File: src/sv/ptm_pkg.sv
// Shared types and constants for the pose template matcher.
// Used by ptm_cell and pose_template_matcher; depends on nothing.
package ptm_pkg;

  // Input item kinds (carried in tuser)
  localparam logic [1:0] OP_SAMPLE = 2'd0;
  localparam logic [1:0] OP_TARGET = 2'd1;
  localparam logic [1:0] OP_START  = 2'd2;

  // Configuration register indexes
  localparam logic [1:0] REG_POSE_COUNT = 2'd0;
  localparam logic [1:0] REG_THRESHOLD  = 2'd1;
  localparam logic [1:0] REG_TOTAL      = 2'd2;

  localparam int unsigned SUM_W = 48;
  localparam logic [SUM_W-1:0] SUM_MAX = {SUM_W{1'b1}};

  // Joint sample travelling down the row of pose cells
  typedef struct packed {
    logic               valid;
    logic [4:0]         joint;
    logic signed [15:0] angle;
    logic signed [16:0] vel;
  } smp_tok_t;

  // Frame-end compare travelling down the row; the last match wins
  typedef struct packed {
    logic        valid;
    logic        found;
    logic [15:0] start;
  } cmp_tok_t;

  // Template load data broadcast to all cells
  typedef struct packed {
    logic [4:0]         joint;
    logic signed [15:0] angle;
    logic signed [15:0] vel;
    logic [15:0]        frame;
  } load_t;

endpackage

File: src/sv/ptm_cell.sv
// One pose cell: template memory, squared-error pipeline, 48-bit accumulator.
// Depends on ptm_pkg.
module ptm_cell import ptm_pkg::*; #(
  parameter int unsigned JOINTS = 32
) (
  input  logic           clk_i,
  input  logic           rst_ni,
  input  logic           act_i,
  input  logic [SUM_W-1:0] thr_i,
  input  load_t          ld_i,
  input  logic           tmpl_we_i,
  input  logic           frame_we_i,
  input  logic           clr_i,
  input  smp_tok_t       smp_i,
  output smp_tok_t       smp_o,
  input  cmp_tok_t       cmp_i,
  output cmp_tok_t       cmp_o
);

  localparam int unsigned JW = (JOINTS > 1) ? $clog2(JOINTS) : 1;

  logic [31:0]        tmpl_mem [JOINTS];
  logic [31:0]        tmpl_rd_q;
  smp_tok_t           smp_q;
  logic               b_vld_q;
  logic signed [16:0] da;
  logic signed [17:0] dv;
  logic signed [33:0] prod_a;
  logic signed [35:0] prod_v;
  logic [31:0]        sqa_q;
  logic [33:0]        sqv_q;
  logic               c_vld_q;
  logic [34:0]        esum_d, esum_q;
  logic [SUM_W:0]     sum_wide;
  logic [SUM_W-1:0]   acc_d, acc_q;
  logic [15:0]        frame_q;
  cmp_tok_t           cmp_d, cmp_q;

  // Template store: {velocity, angle} per joint
  always_ff @(posedge clk_i) begin
    if (tmpl_we_i) begin
      tmpl_mem[JW'(ld_i.joint)] <= {ld_i.vel, ld_i.angle};
    end
  end

  always_ff @(posedge clk_i) begin
    if (smp_i.valid) begin
      tmpl_rd_q <= tmpl_mem[JW'(smp_i.joint)];
    end
  end

  always_ff @(posedge clk_i) begin
    if (frame_we_i) begin
      frame_q <= ld_i.frame;
    end
  end

  // Errors and their squares
  always_comb begin
    da     = $signed({tmpl_rd_q[15], tmpl_rd_q[15:0]})
           - $signed({smp_q.angle[15], smp_q.angle});
    dv     = $signed({{2{tmpl_rd_q[31]}}, tmpl_rd_q[31:16]})
           - $signed({smp_q.vel[16], smp_q.vel});
    prod_a = da * da;
    prod_v = dv * dv;
  end

  // Error sum, then saturating accumulate
  assign esum_d   = {3'b000, sqa_q} + {1'b0, sqv_q};
  assign sum_wide = {1'b0, acc_q} + (SUM_W + 1)'(esum_q);
  assign acc_d    = sum_wide[SUM_W] ? SUM_MAX : sum_wide[SUM_W-1:0];

  // Compare token picks up this pose when it matches
  always_comb begin
    cmp_d = cmp_i;
    if (cmp_i.valid && act_i && (acc_q <= thr_i)) begin
      cmp_d.found = 1'b1;
      cmp_d.start = frame_q;
    end
  end

  always_ff @(posedge clk_i) begin
    sqa_q  <= prod_a[31:0];
    sqv_q  <= prod_v[33:0];
    esum_q <= esum_d;
  end

  always_ff @(posedge clk_i or negedge rst_ni) begin
    if (!rst_ni) begin
      smp_q   <= '0;
      b_vld_q <= 1'b0;
      c_vld_q <= 1'b0;
      acc_q   <= '0;
      cmp_q   <= '0;
    end else begin
      smp_q   <= smp_i;
      b_vld_q <= smp_q.valid;
      c_vld_q <= b_vld_q;
      cmp_q   <= cmp_d;
      if (clr_i) begin
        acc_q <= '0;
      end else if (c_vld_q && act_i) begin
        acc_q <= acc_d;
      end
    end
  end

  assign smp_o = smp_q;
  assign cmp_o = cmp_q;

endmodule

File: config.mk
export PLATFORM = sky130hd
export DESIGN_NAME = ptm_cell
export DESIGN_NICKNAME = d
export VERILOG_FILES = /design/src/sv/ptm_pkg.sv /design/src/sv/ptm_cell.sv
export SDC_FILE = /design/constraint.sdc
export NUM_CORES = 2
export LEC_CHECK = 0
export BUFFER_PORTS_ARGS = -buffer_cell sky130_fd_sc_hd__buf_4
export CAP_MARGIN = 25
export CELL_PAD_IN_SITES_DETAIL_PLACEMENT = 0
export CELL_PAD_IN_SITES_GLOBAL_PLACEMENT = 1
export CORE_MARGIN = 3
export CORE_UTILIZATION = 55
export DETAILED_ROUTE_END_ITERATION = 7
export GPL_ROUTABILITY_DRIVEN = 0
export PLACE_DENSITY = 0.82
export SYNTH_ARGS = -nofsm -noshare
export SYNTH_HDL_FRONTEND = slang
export SYNTH_SLANG_ARGS = --single-unit
File: constraint.sdc
create_clock -name clk_i -period 26.2 [get_ports clk_i]
set_input_delay 1.31 -clock clk_i [delete_from_list [all_inputs] [get_ports clk_i]]
set_output_delay 1.31 -clock clk_i [all_outputs]
set_load 0.03 [all_outputs]
==> results.md <==
- Detailed Route Iter0 Violations: 4144
- Setup TNS: 0 ps
- Die width: 367 µm
- Type of origin of the critical path: register
- Initial antenna violation count: 11
- Post_cts resized: 0
- Share of layout cells above drive strength 1: ~17%
- DP Worst Slack: 16710 ps
- Largest net degree at the start of global routing: 91
- Most numerous cell on the critical path: fa_1
- Boundary Pins: 221
- Final Hold Vio Count: 0
- Commonest non-fill, non-tap cell in the layout: edfxtp_1
- Max Cap Viol: 0
- Routed vias/inst: 5.84
- Post-Syn Instances: 4951
- Total gr overflow: 0
- Fillers: 9422
- Clk Latency, worst-skew pair: 770 ps
- Post-CTS Setup Bufs: 0
- Final Max Tran Viols: 0
- Status: complete, no violations
- Setup ws final: about 17000 ps
- Clock Path Buffers: 3
- Post-synth EDFFs: 1072
- CP Max Fanout: 15
- Layout area overhead: 11.6%
- Final std cells w/o fill: approximately 7000
- FMAX: 106 MHz
- Req. time, crit path: 26840 ps
- Synth Register Bits: roughly 1300
- WP data arrival: around 10000 ps
- Min cycle time layout: 9470 ps
- Final setup vio count: 0
- Clk root buf: clkbuf_16
- Ys Warns: 0
- Total GRT Usage: 26.4%
- Final wirelength: 175000 µm
- Slew @ Worst Pin: 976 ps
- Post-Syn Nets: roughly 6000
- Clock transition at path regs: 60 ps
- Total core area: approximately 0.13 mm²
- Die area: 0.134 mm²
- Placed insts: 6807
- FP Rows: 131
- Global-route wire length before repair: 265000 µm
- Synth Area per Inst: 14.4 µm²
- CTS Buf Count: around 130
- Vias in the first global route: 43400
- Post-Synthesis Cell Area: 0.0715 mm²
- Post-synthesis sequential area ratio: between 50% and 60%
- Die Ht: 367 µm
- Kind of end point of the critical path: register
- Worst Setup Path Type: register to register
- Worst hold-check path type: register to register
- Synth unique cells: 95
- Commonest cells after routing, fill and taps aside: edfxtp_1, inv_1, fa_1
- Remaining DRCs: 0
- Final critical-path share of the clock period: 36.1%
- Final net count: 6246
- Port bufs: 220
- Hold buffers post-CTS: 0
- TritonCTS clock tree: yes
- Pre-Repair DR Iteration Count: 6
- CP peak stage delay: 710 ps
- DR WL/cell: 24.8 µm
- Predominant post-synthesis flop cell: edfxtp_1
- DRT antenna net count: 0
- CTS sink cnt: between 1000 and 1500
- RSZ-0062 raised after global routing: false
- Via count: roughly 41000
- Initial core utilization: 55.7%
- Slowest CP cell: a2111oi_0
- DP HPWL: 108000 µm
- Layout Skew: roughly 53 ps
- Htree depth: 4
- Slew HR: between 30% and 40%
- Asr flop ratio synth: 8.37%
flip-flops by register name, summed over array words and instances (netlist names):
signal and flops:
tmpl_rd_q 32, acc_q 48, sqa_q 31, frame_q 16
sqv_q 33, cmp_o 18, esum_q 35, b_vld_q 1
c_vld_q 1, tmpl_mem 1024, smp_o 39
Yosys cell counts (6+ instances only):
library cell	number	area share, %
o21a_1	32	0.34
nor2_1	333	1.7
mux2_2	32	0.50
a211oi_1	10	0.11
a21oi_1	108	0.76
clkbuf_1	104	0.55
inv_1	822	4.3
buf_2	14	0.098
edfxtp_1	1072	45
o21ai_1	15	0.11
and2_1	16	0.14
nor3_1	64	0.45
nand2b_1	15	0.13
dfrtp_1	107	3.7
or2_2	8	0.070
xnor2_1	113	1.4
xor2_1	41	0.50
nor2b_1	24	0.21
o311ai_0	7	0.086
and3_1	14	0.12
nor4_1	7	0.061
dfxtp_1	99	2.8
o21bai_1	14	0.15
ha_1	320	5.6
a31oi_1	17	0.15
mux4_2	320	10
or3_1	18	0.16
o211ai_1	6	0.063
nand3_1	44	0.31
fa_1	546	15
o311ai_1	11	0.13
o21ai_0	90	0.63
a311oi_1	6	0.074
buf_1	36	0.19
nand4_1	32	0.28
a21o_1	73	0.77
nand2_1	234	1.2
critical path: cells and delay by family, from the launching register on:
family,cells,cell delay (ps)
xor gates and xnor gates,1,460
adders and majority gates,9,3770
buffers and inverters,7,540
DFF,1,360
AOI/OAI and AO/OA,14,3340
and+or+nand+nor,4,870
final timing paths:
check	from	slack (ps)	cells past startpoint	end
max	tmpl_rd_q[16]	16730	35	sqv_q[31]
min	b_vld_q	350	0	c_vld_q
max reg2reg	tmpl_rd_q[16]	16730	35	sqv_q[31]
min reg2reg	b_vld_q	350	0	c_vld_q
max in group asynchronous	rst_ni	24310	2	smp_o[11]
min in group asynchronous	rst_ni	560	1	smp_o[25]
per-layer routing:
| layer | global-route usage (%) | up-vias | share of wire (%) |
|---|---|---|---|
| met4 | 7.67 | 0 | 2.7 |
| met1 | 36.2 | 21100 | 40 |
| met5 | 0 | - | 0 |
| met3 | 5.09 | 308 | 8.4 |
| li1 | - | 17900 | - |
| met2 | 43.3 | 1874 | 49 |
kinds of logic (layout without fill, tap and decap cells):
kind of cell    after synthesis  after routing  share of synthesized area [%]
other cells                   0              3                              0
fa+ha+maj                   866            866                           20.9
flops                      1278           1278                           51.6
buf+inv                     990           1358                           5.25
mux                         353            353                           10.6
xor+xnor                    158            158                           2.00
simple gates                836            836                           5.25
compound gates              470            470                           4.46
through the flow:
step	area, µm²	util (%)	hold WS, ps
detailed placement	75400	58.8	335
global placement	75400	58.8	335
finish	79800	62.2	347
CTS	79700	62.1	348
global route	79800	62.2	356
floorplan	71500	-	331
layout make-up:
type	count	area, µm²	share of cell area, %
Multi-Input combinational cell	2683	31100	39.0
Sequential cell	1278	36900	46.2
Clock inverter	64	657	0.823
Tap cell	1729	2160	2.71
Inverter	831	3120	3.91
Antenna cell	3	7.51	0.00941
Timing Repair Buffer	289	2230	2.79
Clock buffer	174	3650	4.57
Power is left out: the tool's default activity adds up to more than one toggle a clock period on the data nets, which glitch-free logic cannot reach.
